**src/design/pgmhp_pkg.sv**
```systemverilog
package pgmhp_pkg;

	localparam int DIM_BITS = 24;
	// A field times ten plus a digit needs four more bits than the field itself.
	localparam int ACC_W    = DIM_BITS + 4;

	localparam int QDEPTH = 4;
	localparam int QPTR_W = 2;
	localparam int QCNT_W = 3;

	localparam logic [DIM_BITS-1:0] MAX_DIM_RESET = DIM_BITS'(1000000);

	localparam logic [7:0] CH_P    = 8'h50;
	localparam logic [7:0] CH_ZERO = 8'h30;
	localparam logic [7:0] CH_NINE = 8'h39;
	localparam logic [7:0] CH_HASH = 8'h23;
	localparam logic [7:0] CH_LF   = 8'h0A;
	localparam logic [7:0] CH_CR   = 8'h0D;
	localparam logic [7:0] CH_TAB  = 8'h09;
	localparam logic [7:0] CH_SP   = 8'h20;

	localparam logic [3:0] DIGIT_FIVE = 4'd5;

	typedef enum logic [2:0] {
		CLS_P,
		CLS_DIGIT,
		CLS_HASH,
		CLS_LF,
		CLS_SPACE,
		CLS_OTHER
	} cls_t;

	typedef struct packed {
		cls_t       cls;
		logic [3:0] digit;
		logic       restart;
	} token_t;

	typedef enum logic [3:0] {
		ST_START    = 4'd0,
		ST_GOT_P    = 4'd1,
		ST_GAP0     = 4'd2,
		ST_GAP1     = 4'd3,
		ST_GAP2     = 4'd4,
		ST_FIELD0   = 4'd6,
		ST_FIELD1   = 4'd7,
		ST_FIELD2   = 4'd8,
		ST_NOTE0    = 4'd9,
		ST_NOTE1    = 4'd10,
		ST_NOTE2    = 4'd11,
		ST_NOTE_END = 4'd12,
		ST_HALT     = 4'd13
	} state_t;

	typedef enum logic [1:0] {
		STAT_BUSY = 2'd0,
		STAT_DONE = 2'd1,
		STAT_INV  = 2'd2,
		STAT_OVF  = 2'd3
	} status_t;

	typedef struct packed {
		status_t             status;
		logic [DIM_BITS-1:0] width;
		logic [DIM_BITS-1:0] height;
		logic [DIM_BITS-1:0] depth;
	} result_t;

endpackage

```
**src/design/pgm_header_parser.sv**
```systemverilog
// A pushed word is written into the queue, then parsed into the result register once
// the result slot is free. Throughput: one word per cycle while results are popped,
// limited by the single parse step in the back end.
// A four-word queue between classifier and parser absorbs result-side stalls.
// Reset (arst_n low, asynchronous): parser returns to the start state, queue and
// result slot empty, max_dimension back to 1000000; parsed values are not cleared.
module pgm_header_parser (
	input  logic                           clk,
	input  logic                           arst_n,
	input  logic                           push,
	output logic                           full,
	input  logic [7:0]                     data_byte,
	input  logic                           restart,
	input  logic                           pop,
	output logic                           empty,
	output logic [1:0]                     status,
	output logic [pgmhp_pkg::DIM_BITS-1:0] width,
	output logic [pgmhp_pkg::DIM_BITS-1:0] height,
	output logic [pgmhp_pkg::DIM_BITS-1:0] depth,
	input  logic                           max_dimension_we,
	input  logic [pgmhp_pkg::DIM_BITS-1:0] max_dimension
);

	logic               q_wr;
	logic               q_full;
	logic               q_valid;
	logic               q_take;
	logic               res_valid;
	pgmhp_pkg::token_t  q_in;
	pgmhp_pkg::token_t  q_out;
	pgmhp_pkg::result_t res;

	pgmhp_front u_front (
		.push      (push),
		.data_byte (data_byte),
		.restart   (restart),
		.q_full    (q_full),
		.q_wr      (q_wr),
		.q_data    (q_in)
	);

	pgmhp_queue u_queue (
		.clk      (clk),
		.arst_n   (arst_n),
		.wr_en    (q_wr),
		.wr_data  (q_in),
		.full     (q_full),
		.rd_en    (q_take),
		.rd_valid (q_valid),
		.rd_data  (q_out)
	);

	pgmhp_exec u_exec (
		.clk       (clk),
		.arst_n    (arst_n),
		.cfg_we    (max_dimension_we),
		.cfg_data  (max_dimension),
		.tok_valid (q_valid),
		.tok       (q_out),
		.tok_take  (q_take),
		.out_pop   (pop && !empty),
		.out_valid (res_valid),
		.out_data  (res)
	);

	assign full   = q_full;
	assign empty  = !res_valid;
	assign status = res.status;
	assign width  = res.width;
	assign height = res.height;
	assign depth  = res.depth;

	// Only a done result carries dimensions.
	a_zero_unless_done: assert property (@(posedge clk) disable iff (!arst_n)
		(!empty && res.status != pgmhp_pkg::STAT_DONE) |-> (width == '0 && height == '0
			&& depth == '0))
		else $error("dimensions nonzero on a result that is not done");

	// A queued word moves into a free result slot without delay.
	a_no_idle_slot: assert property (@(posedge clk) disable iff (!arst_n)
		(q_valid && empty) |=> !empty)
		else $error("queued word not parsed while result slot was free");

	// A restart word other than P is rejected at once.
	a_restart_bad_letter: assert property (@(posedge clk) disable iff (!arst_n)
		(q_take && q_out.restart && q_out.cls != pgmhp_pkg::CLS_P)
			|=> (!empty && status == pgmhp_pkg::STAT_INV))
		else $error("restart word without P not reported invalid");

endmodule

```
**src/design/pgmhp_front.sv**
```systemverilog
module pgmhp_front (
	input  logic              push,
	input  logic [7:0]        data_byte,
	input  logic              restart,
	input  logic              q_full,
	output logic              q_wr,
	output pgmhp_pkg::token_t q_data
);

	always_comb begin
		q_wr           = push && !q_full;
		q_data.restart = restart;
		q_data.digit   = 4'(data_byte - pgmhp_pkg::CH_ZERO);
		if (data_byte == pgmhp_pkg::CH_P) begin
			q_data.cls = pgmhp_pkg::CLS_P;
		end else if (data_byte >= pgmhp_pkg::CH_ZERO && data_byte <= pgmhp_pkg::CH_NINE) begin
			q_data.cls = pgmhp_pkg::CLS_DIGIT;
		end else if (data_byte == pgmhp_pkg::CH_HASH) begin
			q_data.cls = pgmhp_pkg::CLS_HASH;
		end else if (data_byte == pgmhp_pkg::CH_LF) begin
			q_data.cls = pgmhp_pkg::CLS_LF;
		end else if (data_byte == pgmhp_pkg::CH_SP || data_byte == pgmhp_pkg::CH_TAB
				|| data_byte == pgmhp_pkg::CH_CR) begin
			q_data.cls = pgmhp_pkg::CLS_SPACE;
		end else begin
			q_data.cls = pgmhp_pkg::CLS_OTHER;
		end
	end

endmodule

```
**src/design/pgmhp_queue.sv**
```systemverilog
module pgmhp_queue (
	input  logic              clk,
	input  logic              arst_n,
	input  logic              wr_en,
	input  pgmhp_pkg::token_t wr_data,
	output logic              full,
	input  logic              rd_en,
	output logic              rd_valid,
	output pgmhp_pkg::token_t rd_data
);

	pgmhp_pkg::token_t                  mem_q [pgmhp_pkg::QDEPTH];
	logic [pgmhp_pkg::QPTR_W-1:0]       wr_ptr_q;
	logic [pgmhp_pkg::QPTR_W-1:0]       rd_ptr_q;
	logic [pgmhp_pkg::QCNT_W-1:0]       count_q;

	assign full     = (count_q == pgmhp_pkg::QCNT_W'(pgmhp_pkg::QDEPTH));
	assign rd_valid = (count_q != '0);
	assign rd_data  = mem_q[rd_ptr_q];

	always_ff @(posedge clk) begin
		if (wr_en) begin
			mem_q[wr_ptr_q] <= wr_data;
		end
	end

	always_ff @(posedge clk or negedge arst_n) begin
		if (!arst_n) begin
			wr_ptr_q <= '0;
			rd_ptr_q <= '0;
			count_q  <= '0;
		end else begin
			if (wr_en) begin
				wr_ptr_q <= wr_ptr_q + pgmhp_pkg::QPTR_W'(1);
			end
			if (rd_en) begin
				rd_ptr_q <= rd_ptr_q + pgmhp_pkg::QPTR_W'(1);
			end
			if (wr_en && !rd_en) begin
				count_q <= count_q + pgmhp_pkg::QCNT_W'(1);
			end else if (rd_en && !wr_en) begin
				count_q <= count_q - pgmhp_pkg::QCNT_W'(1);
			end
		end
	end

endmodule

```
**src/design/pgmhp_exec.sv**
```systemverilog
module pgmhp_exec (
	input  logic                               clk,
	input  logic                               arst_n,
	input  logic                               cfg_we,
	input  logic [pgmhp_pkg::DIM_BITS-1:0]     cfg_data,
	input  logic                               tok_valid,
	input  pgmhp_pkg::token_t                  tok,
	output logic                               tok_take,
	input  logic                               out_pop,
	output logic                               out_valid,
	output pgmhp_pkg::result_t                 out_data
);

	pgmhp_pkg::state_t                   state_q;
	pgmhp_pkg::state_t                   s;
	pgmhp_pkg::state_t                   nstate;
	pgmhp_pkg::status_t                  nstat;
	logic [pgmhp_pkg::DIM_BITS-1:0]      max_dim_q;
	logic [pgmhp_pkg::DIM_BITS-1:0]      width_q;
	logic [pgmhp_pkg::DIM_BITS-1:0]      height_q;
	logic [pgmhp_pkg::DIM_BITS-1:0]      depth_q;
	logic [pgmhp_pkg::DIM_BITS-1:0]      cur;
	logic [pgmhp_pkg::ACC_W-1:0]         acc;
	logic [pgmhp_pkg::ACC_W-1:0]         first;
	logic                                acc_over;
	logic                                first_over;
	logic [1:0]                          k;
	logic                                val_we;
	logic [pgmhp_pkg::DIM_BITS-1:0]      val_wdata;
	logic                                out_valid_q;
	pgmhp_pkg::result_t                  out_q;

	assign tok_take  = tok_valid && (!out_valid_q || out_pop);
	assign out_valid = out_valid_q;
	assign out_data  = out_q;

	always_comb begin
		s = tok.restart ? pgmhp_pkg::ST_START : state_q;

		// Field index within the gap, field and comment groups.
		case (s) inside
			pgmhp_pkg::ST_GAP1, pgmhp_pkg::ST_FIELD1, pgmhp_pkg::ST_NOTE1: k = 2'd1;
			pgmhp_pkg::ST_GAP2, pgmhp_pkg::ST_FIELD2, pgmhp_pkg::ST_NOTE2: k = 2'd2;
			default: k = 2'd0;
		endcase

		case (k)
			2'd0:    cur = width_q;
			2'd1:    cur = height_q;
			default: cur = depth_q;
		endcase

		acc = {1'b0, cur, 3'b000} + {3'b000, cur, 1'b0} + pgmhp_pkg::ACC_W'(tok.digit);
		first = pgmhp_pkg::ACC_W'(tok.digit);
		acc_over   = acc > pgmhp_pkg::ACC_W'(max_dim_q);
		first_over = first > pgmhp_pkg::ACC_W'(max_dim_q);

		nstate    = pgmhp_pkg::ST_HALT;
		nstat     = pgmhp_pkg::STAT_INV;
		val_we    = 1'b0;
		val_wdata = pgmhp_pkg::DIM_BITS'(tok.digit);

		unique case (s) inside
			pgmhp_pkg::ST_START: begin
				if (tok.cls == pgmhp_pkg::CLS_P) begin
					nstate = pgmhp_pkg::ST_GOT_P;
					nstat  = pgmhp_pkg::STAT_BUSY;
				end
			end
			pgmhp_pkg::ST_GOT_P: begin
				if (tok.cls == pgmhp_pkg::CLS_DIGIT && tok.digit == pgmhp_pkg::DIGIT_FIVE) begin
					nstate = pgmhp_pkg::ST_GAP0;
					nstat  = pgmhp_pkg::STAT_BUSY;
				end
			end
			pgmhp_pkg::ST_GAP0, pgmhp_pkg::ST_GAP1, pgmhp_pkg::ST_GAP2: begin
				case (tok.cls) inside
					pgmhp_pkg::CLS_DIGIT: begin
						// The stored value is written even when it overflows.
						val_we    = 1'b1;
						val_wdata = pgmhp_pkg::DIM_BITS'(tok.digit);
						if (first_over) begin
							nstat = pgmhp_pkg::STAT_OVF;
						end else begin
							nstate = pgmhp_pkg::state_t'(4'(pgmhp_pkg::ST_FIELD0) + 4'(k));
							nstat  = pgmhp_pkg::STAT_BUSY;
						end
					end
					pgmhp_pkg::CLS_LF, pgmhp_pkg::CLS_SPACE: begin
						nstate = s;
						nstat  = pgmhp_pkg::STAT_BUSY;
					end
					pgmhp_pkg::CLS_HASH: begin
						nstate = pgmhp_pkg::state_t'(4'(pgmhp_pkg::ST_NOTE0) + 4'(k));
						nstat  = pgmhp_pkg::STAT_BUSY;
					end
					default: begin
						nstate = pgmhp_pkg::ST_HALT;
						nstat  = pgmhp_pkg::STAT_INV;
					end
				endcase
			end
			pgmhp_pkg::ST_FIELD0, pgmhp_pkg::ST_FIELD1, pgmhp_pkg::ST_FIELD2: begin
				case (tok.cls) inside
					pgmhp_pkg::CLS_DIGIT: begin
						if (acc_over) begin
							nstat = pgmhp_pkg::STAT_OVF;
						end else begin
							val_we    = 1'b1;
							val_wdata = pgmhp_pkg::DIM_BITS'(acc);
							nstate    = s;
							nstat     = pgmhp_pkg::STAT_BUSY;
						end
					end
					pgmhp_pkg::CLS_LF, pgmhp_pkg::CLS_SPACE: begin
						if (k == 2'd2) begin
							nstat = pgmhp_pkg::STAT_DONE;
						end else begin
							nstate = pgmhp_pkg::state_t'(4'(pgmhp_pkg::ST_GAP0) + 4'(k) + 4'd1);
							nstat  = pgmhp_pkg::STAT_BUSY;
						end
					end
					pgmhp_pkg::CLS_HASH: begin
						nstat = pgmhp_pkg::STAT_BUSY;
						if (k == 2'd2) begin
							nstate = pgmhp_pkg::ST_NOTE_END;
						end else begin
							nstate = pgmhp_pkg::state_t'(4'(pgmhp_pkg::ST_NOTE0) + 4'(k) + 4'd1);
						end
					end
					default: begin
						nstate = pgmhp_pkg::ST_HALT;
						nstat  = pgmhp_pkg::STAT_INV;
					end
				endcase
			end
			pgmhp_pkg::ST_NOTE0, pgmhp_pkg::ST_NOTE1, pgmhp_pkg::ST_NOTE2: begin
				nstat = pgmhp_pkg::STAT_BUSY;
				if (tok.cls == pgmhp_pkg::CLS_LF) begin
					nstate = pgmhp_pkg::state_t'(4'(pgmhp_pkg::ST_GAP0) + 4'(k));
				end else begin
					nstate = s;
				end
			end
			pgmhp_pkg::ST_NOTE_END: begin
				if (tok.cls == pgmhp_pkg::CLS_LF) begin
					nstat = pgmhp_pkg::STAT_DONE;
				end else begin
					nstate = s;
					nstat  = pgmhp_pkg::STAT_BUSY;
				end
			end
			default: begin
				nstate = pgmhp_pkg::ST_HALT;
				nstat  = pgmhp_pkg::STAT_INV;
			end
		endcase
	end

	always_ff @(posedge clk or negedge arst_n) begin
		if (!arst_n) begin
			state_q     <= pgmhp_pkg::ST_START;
			max_dim_q   <= pgmhp_pkg::MAX_DIM_RESET;
			out_valid_q <= 1'b0;
		end else begin
			if (cfg_we) begin
				max_dim_q <= cfg_data;
			end
			if (tok_take) begin
				state_q     <= nstate;
				out_valid_q <= 1'b1;
			end else if (out_pop) begin
				out_valid_q <= 1'b0;
			end
		end
	end

	always_ff @(posedge clk) begin
		if (tok_take) begin
			if (val_we) begin
				case (k)
					2'd0:    width_q  <= val_wdata;
					2'd1:    height_q <= val_wdata;
					default: depth_q  <= val_wdata;
				endcase
			end
			out_q.status <= nstat;
			if (nstat == pgmhp_pkg::STAT_DONE) begin
				out_q.width  <= width_q;
				out_q.height <= height_q;
				out_q.depth  <= depth_q;
			end else begin
				out_q.width  <= '0;
				out_q.height <= '0;
				out_q.depth  <= '0;
			end
		end
	end

endmodule
```
**config.mk**
```make
export PLATFORM = sky130hd
export DESIGN_NAME = pgm_header_parser
export DESIGN_NICKNAME = d
export VERILOG_FILES = /design/src/design/pgmhp_pkg.sv /design/src/design/pgm_header_parser.sv /design/src/design/pgmhp_front.sv /design/src/design/pgmhp_queue.sv /design/src/design/pgmhp_exec.sv
export SDC_FILE = /design/constraint.sdc
export NUM_CORES = 1
export LEC_CHECK = 0
export BUFFER_PORTS_ARGS = -buffer_cell sky130_fd_sc_hd__buf_2
export CORE_ASPECT_RATIO = 1.25
export CORE_MARGIN = 1.5
export CORE_UTILIZATION = 60
export CTS_CLUSTER_SIZE = 25
export DETAILED_ROUTE_END_ITERATION = 8
export PLACE_DENSITY = 0.78
export SYNTH_ARGS = -nofsm -noshare
export SYNTH_HDL_FRONTEND = slang
export SYNTH_HIERARCHICAL = 1
export SYNTH_SLANG_ARGS = --single-unit
```
**constraint.sdc**
```tcl
create_clock -name clk -period 13 [get_ports clk]
set_clock_uncertainty 0.05 [all_clocks]
set_input_delay 0.65 -clock clk [delete_from_list [all_inputs] [get_ports clk]]
set_output_delay 0.65 -clock clk [all_outputs]
set_load 0.005 [all_outputs]
```
==> results.toml, run 1 <==
[die]
die_area_um2 = 19440
io_pins = 114
row_count = 55
core_um2 = 18170
die_h_um = 155.5
initial_utilization_pct = 61.45
die_width_um = 125

[pwr]
power.switching_mw = 0.9478
seq_power_share_pct = 37.7
p_leak_nw = 5.308
sw_frac_of_total_pct = 37.36
total_power_mw = 2.537
p_clk_share_pct = 21.0
pwr-share-comb_pct = 41.3
ir_drop_v = 0.0001837
pwr_density_cell_nw_per_um2 = 203.0
intPower_mw = 1.589

[worst_setup_path]
crit_type = "reg2reg"
rr_startpoint = "u_queue/rd_ptr_q[0]"
cp_max_fo = 25
critPathSlowestCell = "dfrtp_1"
reg2reg_depth = 27
cp-start-kind = "register"
r2r-end = "u_exec/width_q[2]"
cp_data_arrival_time_ps = 8670
end_kind = "register"
critPathLaunch = "u_queue/rd_ptr_q[0]"
crit_end = "u_exec/width_q[2]"
slowest_delay_ps = 690
r2r_slack_ps = 4420
critPathRequiredTime_ps = 13100

[yosys]
yosysWarningCount = 6
ys_ff_latch = 214
synth_area_um2 = 11160
synth.avg_cell_area_um2 = 11.81
synth_top_cell_by_area = "edfxtp_1"
synth_cells = 945
yosysSeqAreaShare_pct = 56.03
synthArstFlopShare_pct = 16.82
dominantRegCellSynth = "edfxtp_1"
synthAdderAreaFrac_pct = 9.393
synthXorXnorAreaFrac_pct = 2.275
synth_compound_area_share_pct = 12.17
synth_nets = 1065
synth_cell_types = 71
netlist_top_cells_area = "edfxtp_1 (48%), ha_1 (8.9%), dfrtp_1 (6.5%), and2_1 (5.3%), a21oi_1 (3.3%)"
synth_top_family_by_area = "simple AND/OR/NAND/NOR gates"
synth_top_area_share_pct = 47.88
synth-simple-area-share_pct = 13.63
synthMuxAreaShare_pct = 2.309
synth_edf_count = 178

[finish]
final_common_cell = "edfxtp_1"
antennaDiodeCount = 0
areaGrowthSynthToFinish_pct = 11.98
nFillCells = 1326
final_cell_mix = "edfxtp_1 (178), buf_2 (113), and2_1 (95), ha_1 (79), a21oi_1 (74)"
finalNetCount = 1167
layout-drive-gt1-share_pct = 17.55
stdcell_count = 1288

[route]
routed_via_density = 5.953
firstDrtPassIters = 7
first_iter_violations = 635
drc_errors = 0
drtAntennaViolNets = 0
num_vias = 7668
drt_wl_total_um = 24750
wl_per_cell_um = 19.22

[clocking]
ctsRootBufferMaster = "clkbuf_16"
clock_latency_ps = 500
cts_hold_buf = 0
cts_sinks = 214
ctsHtreeMaxLevel = 1
post_cts_buffers = 0
cts.clk_slew.worst_paths_ps = 60
numCtsBuffers = 20
cts_resized = 0
cts_tree = "built"
clock_path_buffers = 3

[sta]
timing.hold.ws_ps = 174.4
slew_headroom_pct = 48.77
setup_ws_ps = 4423
period_share_pct = 65.98
final-setup-viol-count = 0
period_needed_ps = 8577
max_freq_mhz = 116.6
final.setup.tns_ps = 0
slew_viol_final = 0
hold_viol_final = 0
tightest_slew_ps = 768.5
grt_setup_unrepaired = "false"

[global_routing]
grt_usage_pct = 25.54
grt_max_degree = 70
use_met1_pct = 33.69
grt-busiest-layer = "met2"
grt_pass1_wl_um = 39210
grt_pass1_vias = 7504
antenna_found_initial = 0
use_met3_pct = 3.370
overflow = 0
grtUsageMet2_pct = 43.56

[status]
status = "complete, no violations"

[place]
place_inst = 1253
hpwl_um = 18270
gp_congestion = 0.9633
dp_slack_ps = 4521
port_buffers = 113

[job]
cap_violations = 0

[min_path]
min_path_type = "in2async"
power groups by stage:
stage	logic, mW	registers, mW	clock network (mW)
2_1_floorplan	0.735	0.956	0
4_1_cts	1.04	0.960	0.539
6_report	1.05	0.957	0.532
3_3_place_gp	1.01	0.968	0
3_5_place_dp	1.03	0.973	0
5_1_grt	1.16	0.971	0.568
logic make-up after synthesis:
logic type	after synthesis
buf+inv	112
flops	214
mux	15
fa+ha+maj	82
xor+xnor	29
compound gates	217
simple gates	276
area by class of cell:
type	instances	area [um2]	share of cell area [%]
clock buffers	22	529.3	4.234
flip-flops and latches	214	6255	50.04
clock inverters	13	63.81	0.5105
well taps	228	285.3	2.282
inverters	70	262.8	2.102
repair buffers	122	633.1	5.065
multi-input cells	619	4472	35.77
cell usage after synthesis (3+ instances only):
| master | instances |
|---|---|
| mux4_2 | 8 |
| inv_1 | 70 |
| xnor2_1 | 18 |
| xor2_1 | 11 |
| nor4_1 | 10 |
| nand2_1 | 60 |
| clkbuf_1 | 28 |
| a21oi_1 | 74 |
| and2_1 | 95 |
| o22ai_1 | 25 |
| nor3b_1 | 3 |
| and3_1 | 4 |
| dfrtp_1 | 29 |
| dfstp_2 | 7 |
| or2_2 | 3 |
| nor3_1 | 13 |
| o21ai_0 | 48 |
| a31oi_1 | 3 |
| edfxtp_1 | 178 |
| o32a_1 | 3 |
| o211ai_1 | 4 |
| a211oi_1 | 10 |
| nand2b_1 | 10 |
| a2bb2oi_1 | 3 |
| o21a_1 | 6 |
| nand4_1 | 15 |
| o21bai_1 | 7 |
| nor2b_1 | 8 |
| nor2_1 | 31 |
| nand3_1 | 6 |
| or3_1 | 3 |
| fa_1 | 3 |
| and4_1 | 6 |
| mux2_2 | 6 |
| ha_1 | 79 |
| buf_4 | 8 |
| a21o_1 | 7 |
flip-flops by register name, indices dropped and copies added, names as in the netlist:
signal            cells
u_exec/out_valid      1
u_exec/height_q      24
u_exec/state_q        4
u_exec/depth_q       24
u_exec/max_dim_q     24
u_queue/count_q       3
u_queue/rd_ptr_q      2
u_exec/width_q       24
u_queue/mem_q        32
u_queue/wr_ptr_q      2
u_exec/out_data      74
metal layers:
metal  share of wire (%)  up-vias  routed length, um
met1                  41     3657              10260
met5                   0        -                  0
met4                 2.9        0                724
met3                 6.3       49               1553
li1                    -     3685                  -
met2                  49      277              12220
metrics by stage:
stage | cell area, um2 | utilization, %
final | 12500 | 68.81
after CTS | 12500 | 68.81
after floorplan | 11160 | -
after detailed placement | 11910 | 65.54
after global placement | 11910 | 65.54
after global routing | 12500 | 68.81
worst min-delay path by stage:
| stage | to |
|---|---|
| after floorplan | u_exec/max_dim_q[0] |
| final | u_exec/max_dim_q[5] |
| after detailed placement | u_queue/count_q[2] |
| after CTS | u_exec/max_dim_q[7] |
| after global routing | u_queue/count_q[1] |
| after global placement | u_queue/count_q[2] |
worst max-delay path, delay by kind of cell (launching register included):
kind            cells  cell delay [ps]
simple gates        9             2290
buf+inv             3              900
compound gates      9             2030
xor+xnor            1              180
flops               1              690
fa+ha+maj           4             1390
mux                 1              690
Power figures use the tool's default switching activity.
==> inputs of run 2 (changes only) <==
ABC_AREA = 1   (was default)
PLACE_DENSITY = 0.77   (was 0.78)
clock period = 8.25 ns   (was 13 ns; I/O delays follow)
==> run 2 against run 1 <==
Net effect:
- critical path depth is 13 higher
- register-to-register slack got worse by 3300 ps
- final area up 9.8%
- via count increased by 13%
- non-clock buffer count rose by 6
- routed wire length grew 3.6%
- global-route usage is 0.68 points lower
- maximum frequency increased by 21%
- setup slack got worse by 3300 ps
- flip-flop and latch count did not move
- area after synthesis up 10%
- sequential share of layout area down 4.5 points
- critical endpoint is now u_exec/out_data[23]
- largest cell class unchanged
==> results.toml, run 2 <==
[worst_setup_path]
crit_top_cell = "nand2_1"
slowest_delay_ps = 550
crit_type = "reg2reg"
r2r-end = "u_exec/out_data[23]"
r2r_slack_ps = 1140
critPathRequiredTime_ps = 8450
cp_max_fo = 32
rr_startpoint = "u_queue/rd_ptr_q[1]"
cp-start-kind = "register"
reg2reg_depth = 40
critPathSlowestCell = "dfrtp_1"
end_kind = "register"
cp_data_arrival_time_ps = 7300

[route]
drc_errors = 0
num_vias = 8637
drtAntennaViolNets = 0
first_iter_violations = 617
wl_per_cell_um = 15.69
firstDrtPassIters = 5
routed_via_density = 5.283
drt_wl_total_um = 25650

[finish]
stdcell_count = 1635
final_common_cell = "inv_1"
layout-drive-gt1-share_pct = 20.88
design_area_um2 = 13730
antennaDiodeCount = 0
post-route-util_pct = 68.28
final_cell_mix = "inv_1 (232), nand2_1 (212), edfxtp_1 (178), buf_2 (113), nor2_1 (87)"
largest_register_ffs = 74
finalNetCount = 1471
areaGrowthSynthToFinish_pct = 11.57

[global_routing]
overflow = 0
grt_usage_pct = 24.87
grt_pass1_wl_um = 41530
antenna_found_initial = 0
grt_max_degree = 84
grt_pass1_vias = 8454

[sta]
period_share_pct = 86.13
slew_headroom_pct = 30.53
tightest_slew_ps = 1042
max_freq_mhz = 140.7
period_needed_ps = 7106
final.setup.tns_ps = 0
grt_setup_unrepaired = "false"
hold_viol_final = 0
final-setup-viol-count = 0
slew_viol_final = 0

[job]
cap_violations = 0

[place]
place_area_um2 = 13070
hpwl_um = 18970
place_inst = 1597
port_buffers = 113
gp_congestion = 0.9400

[min_path]
holdPathStages = 3
min_path_type = "in2reg"
holdPathEnd = "u_exec/max_dim_q[12]"
hold_path.startpoint = "max_dimension[12]"

[die]
die_h_um = 163.1
die_width_um = 131.1
core_um2 = 20100
row_count = 58
initial_utilization_pct = 61.20
io_pins = 114
die_area_um2 = 21380

[yosys]
synth_nets = 1353
synthTopCellsByCount = "inv_1 (232), nand2_1 (212), edfxtp_1 (178), nor2_1 (90), ha_1 (79)"
synth_top_area_share_pct = 43.45
yosysWarningCount = 6
ys_ff_latch = 214
dominantRegCellSynth = "edfxtp_1"
synth_area_um2 = 12300
synth.avg_cell_area_um2 = 9.977
netlist_top_cells_area = "edfxtp_1 (43%), ha_1 (8.0%), inv_1 (7.1%), nand2_1 (6.5%), nor2_4 (6.4%)"
synth_top_cell_by_area = "edfxtp_1"
yosysMostFrequentCell = "inv_1"
synth_cell_types = 55
yosysSeqAreaShare_pct = 50.84
synthArstFlopShare_pct = 16.82
synth_cells = 1233
synth_edf_count = 178

[clocking]
post_cts_buffers = 0
ctsHtreeMaxLevel = 1
cts_sinks = 214
cts.clk_slew.worst_paths_ps = 60
ctsRootBufferMaster = "clkbuf_16"
clock_latency_ps = 500
clock_path_buffers = 3
cts_tree = "built"
numCtsBuffers = 21

[status]
status = "complete, no violations"
## run 2: changes by cell type in the layout (fill, tap and decap cells not counted), sizes merged, moves of 12 or more
cell	before	now
xnor2	18	2
nor2	31	169
nand3	6	36
o211ai	5	17
inv	71	238
a21oi	74	58
nand2	60	229
and2	95	0
## run 2: worst max-delay path by stage
stage / slack (ps) / endpoint / start / cells past startpoint
3_5_place_dp: 1180 / u_exec/out_data[23] / u_queue/rd_ptr_q[1] / 40
5_1_grt: 530 / u_exec/out_data[23] / u_queue/rd_ptr_q[1] / 41
4_1_cts: 1180 / u_exec/out_data[23] / u_queue/rd_ptr_q[1] / 41
6_report: 1140 / u_exec/out_data[23] / u_queue/rd_ptr_q[1] / 40
3_3_place_gp: 1280 / u_exec/out_data[49] / u_queue/rd_ptr_q[1] / 40
2_1_floorplan: 1520 / u_exec/depth_q[0] / u_queue/rd_ptr_q[0] / 40
## run 2: repair_timing
item	4_1_cts	5_1_grt
gates resized for setup	0	0
endpoints found under the setup margin	0	0
hold buffers	1	0
endpoints found under the hold margin	29	0
## run 2: cells by family (layout without fill, tap and decap cells)
logic type	after synthesis	after routing	synth area share, %
xor gates and xnor gates	23	23	1.638
adders and majority gates	82	82	8.523
DFF	214	214	50.84
AOI/OAI and AO/OA	170	170	8.289
buffers and inverters	273	405	9.764
and+or+nand+nor	470	470	20.85
muxes	1	1	0.09153
## run 2: area by class of cell
class	count	area, um2
Clock buffer	32	618.1
Inverter	240	902.1
Multi-Input combinational cell	746	4853
Fill cell	1608	6376
Sequential cell	214	6255
Tap cell	270	337.8
Timing Repair Buffer	128	730.7
Clock inverter	5	28.78
## run 2: stage by stage
step / worst slack (ps) / hold slack, ps
4_1_cts: 1180 / 55.84
5_1_grt: 528.2 / 73.75
3_3_place_gp: 1280 / 405.3
3_5_place_dp: 1181 / 425.3
2_1_floorplan: 1521 / 66.91
6_report: 1145 / 68.34
## run 2: worst max-delay path: cells and delay by family, from the launching register on
kind | cells | cell delay (ps)
AOI/OAI and AO/OA | 6 | 1080
xor gates and xnor gates | 1 | 320
adders and majority gates | 3 | 1130
buffers and inverters | 7 | 1080
DFF | 1 | 550
and+or+nand+nor | 23 | 2610
## run 2: per-layer routing
layer / wire (um) / GRT usage [%]
met1: 10460 / 30.43
met2: 13220 / 45.10
met3: 1305 / 3.210
met4: 670 / 7.892
met5: 0 / 0
Power of run 2 is left out: the tool's default activity adds up to more than one toggle a clock period on the data nets, which glitch-free logic cannot reach.
==> inputs of run 3 (changes only) <==
==> constraint.sdc (replaced) <==
create_clock -name clk -period 8.25 [get_ports clk]
set_clock_uncertainty 0.05 [all_clocks]
set_input_delay 2.0625 -clock clk [delete_from_list [all_inputs] [get_ports clk]]
set_output_delay 2.0625 -clock clk [all_outputs]
set_load 0.005 [all_outputs]
==> run 3 against run 2 <==
Net effect:
- routed wire length grew 0.28%
- count of clock-buffer cells in the layout is the same
- critical endpoint unchanged
- die area is the same
- flip-flop and latch count is the same
- highest routed layer unchanged
- global-route usage is the same
- final area is essentially flat
- register-to-register slack is essentially flat
- hold slack gained 370 ps
- largest cell class unchanged
- critical path type unchanged
==> results.toml, run 3 (synthesis gave the netlist of run 2 again) <==
[clocking]
ctsHtreeMaxLevel = 1
cts_sinks = 214
clock_path_buffers = 3
clock_latency_ps = 490
cts_tree = "built"
numCtsBuffers = 21
cts.clk_slew.worst_paths_ps = 60
post_cts_buffers = 0
ctsRootBufferMaster = "clkbuf_16"
cts_resized = 0
cts_hold_buf = 0

[global_routing]
grt_usage_pct = 24.87
grt_pass1_vias = 8454
antenna_found_initial = 0
grt_pass1_wl_um = 41530
overflow = 0
grt_max_degree = 84

[finish]
areaGrowthSynthToFinish_pct = 11.49
largest_register_ffs = 74
multi_input_area_um2 = 4853
finalNetCount = 1470
nFillCells = 1609
antennaDiodeCount = 0
layout-drive-gt1-share_pct = 20.89
seq_area_um2 = 6255
final_cell_mix = "inv_1 (232), nand2_1 (212), edfxtp_1 (178), buf_2 (113), nor2_1 (87)"
final_common_cell = "inv_1"

[sta]
grt_setup_unrepaired = "false"
hold_viol_final = 0
slew_viol_final = 0
final.setup.tns_ps = 0
setup_ws_ps = 1138
max_freq_mhz = 140.6
tightest_slew_ps = 1046
period_share_pct = 86.21
period_needed_ps = 7112
slew_headroom_pct = 30.29
final-setup-viol-count = 0

[worst_setup_path]
cp_data_arrival_time_ps = 7310
cp-start-kind = "register"
end_kind = "register"
slowest_delay_ps = 540
cp_max_fo = 32
critPathSlowestCell = "dfrtp_1"
critPathRequiredTime_ps = 8450
crit_top_cell = "nand2_1"
crit_type = "reg2reg"

[die]
die_width_um = 131.1
die_h_um = 163.1
initial_utilization_pct = 61.20
core_um2 = 20100
io_pins = 114
row_count = 58
die_area_um2 = 21380

[route]
drc_errors = 0
drtAntennaViolNets = 0
first_iter_violations = 588
routed_via_density = 5.299
num_vias = 8659
wl_per_cell_um = 15.74
firstDrtPassIters = 5
drt_wl_total_um = 25720

[job]
cap_violations = 0

[place]
dp_slack_ps = 1181
gp_congestion = 0.9400
port_buffers = 113
hpwl_um = 18970

[status]
status = "complete, no violations"

[min_path]
min_path_type = "reg2reg"
-- run 3: cell count changes in the layout (fill, tap and decap cells not counted) --
cell / delta
dlygate4sd3_1: -1
-- run 3: layout make-up --
| type | count | area share (%) |
|---|---|---|
| Sequential cell | 214 | 45.60 |
| Multi-Input combinational cell | 746 | 35.39 |
| Inverter | 240 | 6.577 |
| Timing Repair Buffer | 127 | 5.254 |
| Clock buffer | 32 | 4.506 |
| Tap cell | 270 | 2.463 |
| Clock inverter | 5 | 0.2098 |
-- run 3: through the flow --
step | hold slack (ps) | instance area (um2) | utilization (%) | cells
floorplan | 391.7 | 12300 | - | 1233
global placement | 405.3 | 13070 | 65.01 | 1597
detailed placement | 425.3 | 13070 | 65.01 | 1597
CTS | 444.7 | 13720 | 68.23 | 1634
global route | 467.0 | 13720 | 68.23 | 1634
finish | 442.2 | 13720 | 68.23 | 1634
-- run 3: routing by layer --
layer | track usage [%] | wire [um]
met1 | 30.43 | 10400
met4 | 7.892 | 760
met5 | 0 | 0
met2 | 45.10 | 13260
met3 | 3.210 | 1299
-- run 3: worst max-delay path, delay by kind of cell, from the launching register on --
| family | cells | cell delay (ps) |
|---|---|---|
| AOI/OAI and AO/OA | 6 | 1090 |
| xor gates and xnor gates | 1 | 320 |
| adders and majority gates | 3 | 1130 |
| buffers and inverters | 7 | 1080 |
| DFF | 1 | 540 |
| and+or+nand+nor | 23 | 2610 |
-- run 3: final timing paths --
path | slack, ps | to | cells past startpoint | from
max in group asynchronous | 6000 | u_exec/max_dim_q[7] | 1 | arst_n
min in group asynchronous | 1610 | u_queue/rd_ptr_q[1] | 1 | arst_n
worst max register to register | 1140 | u_exec/out_data[23] | 40 | u_queue/rd_ptr_q[1]
worst min register to register | 440 | u_queue/count_q[2] | 2 | u_queue/count_q[2]
worst max-delay path | 1140 | u_exec/out_data[23] | 40 | u_queue/rd_ptr_q[1]
worst min-delay path | 440 | u_queue/count_q[2] | 2 | u_queue/count_q[2]
Power of run 3 is left out for the same reason.
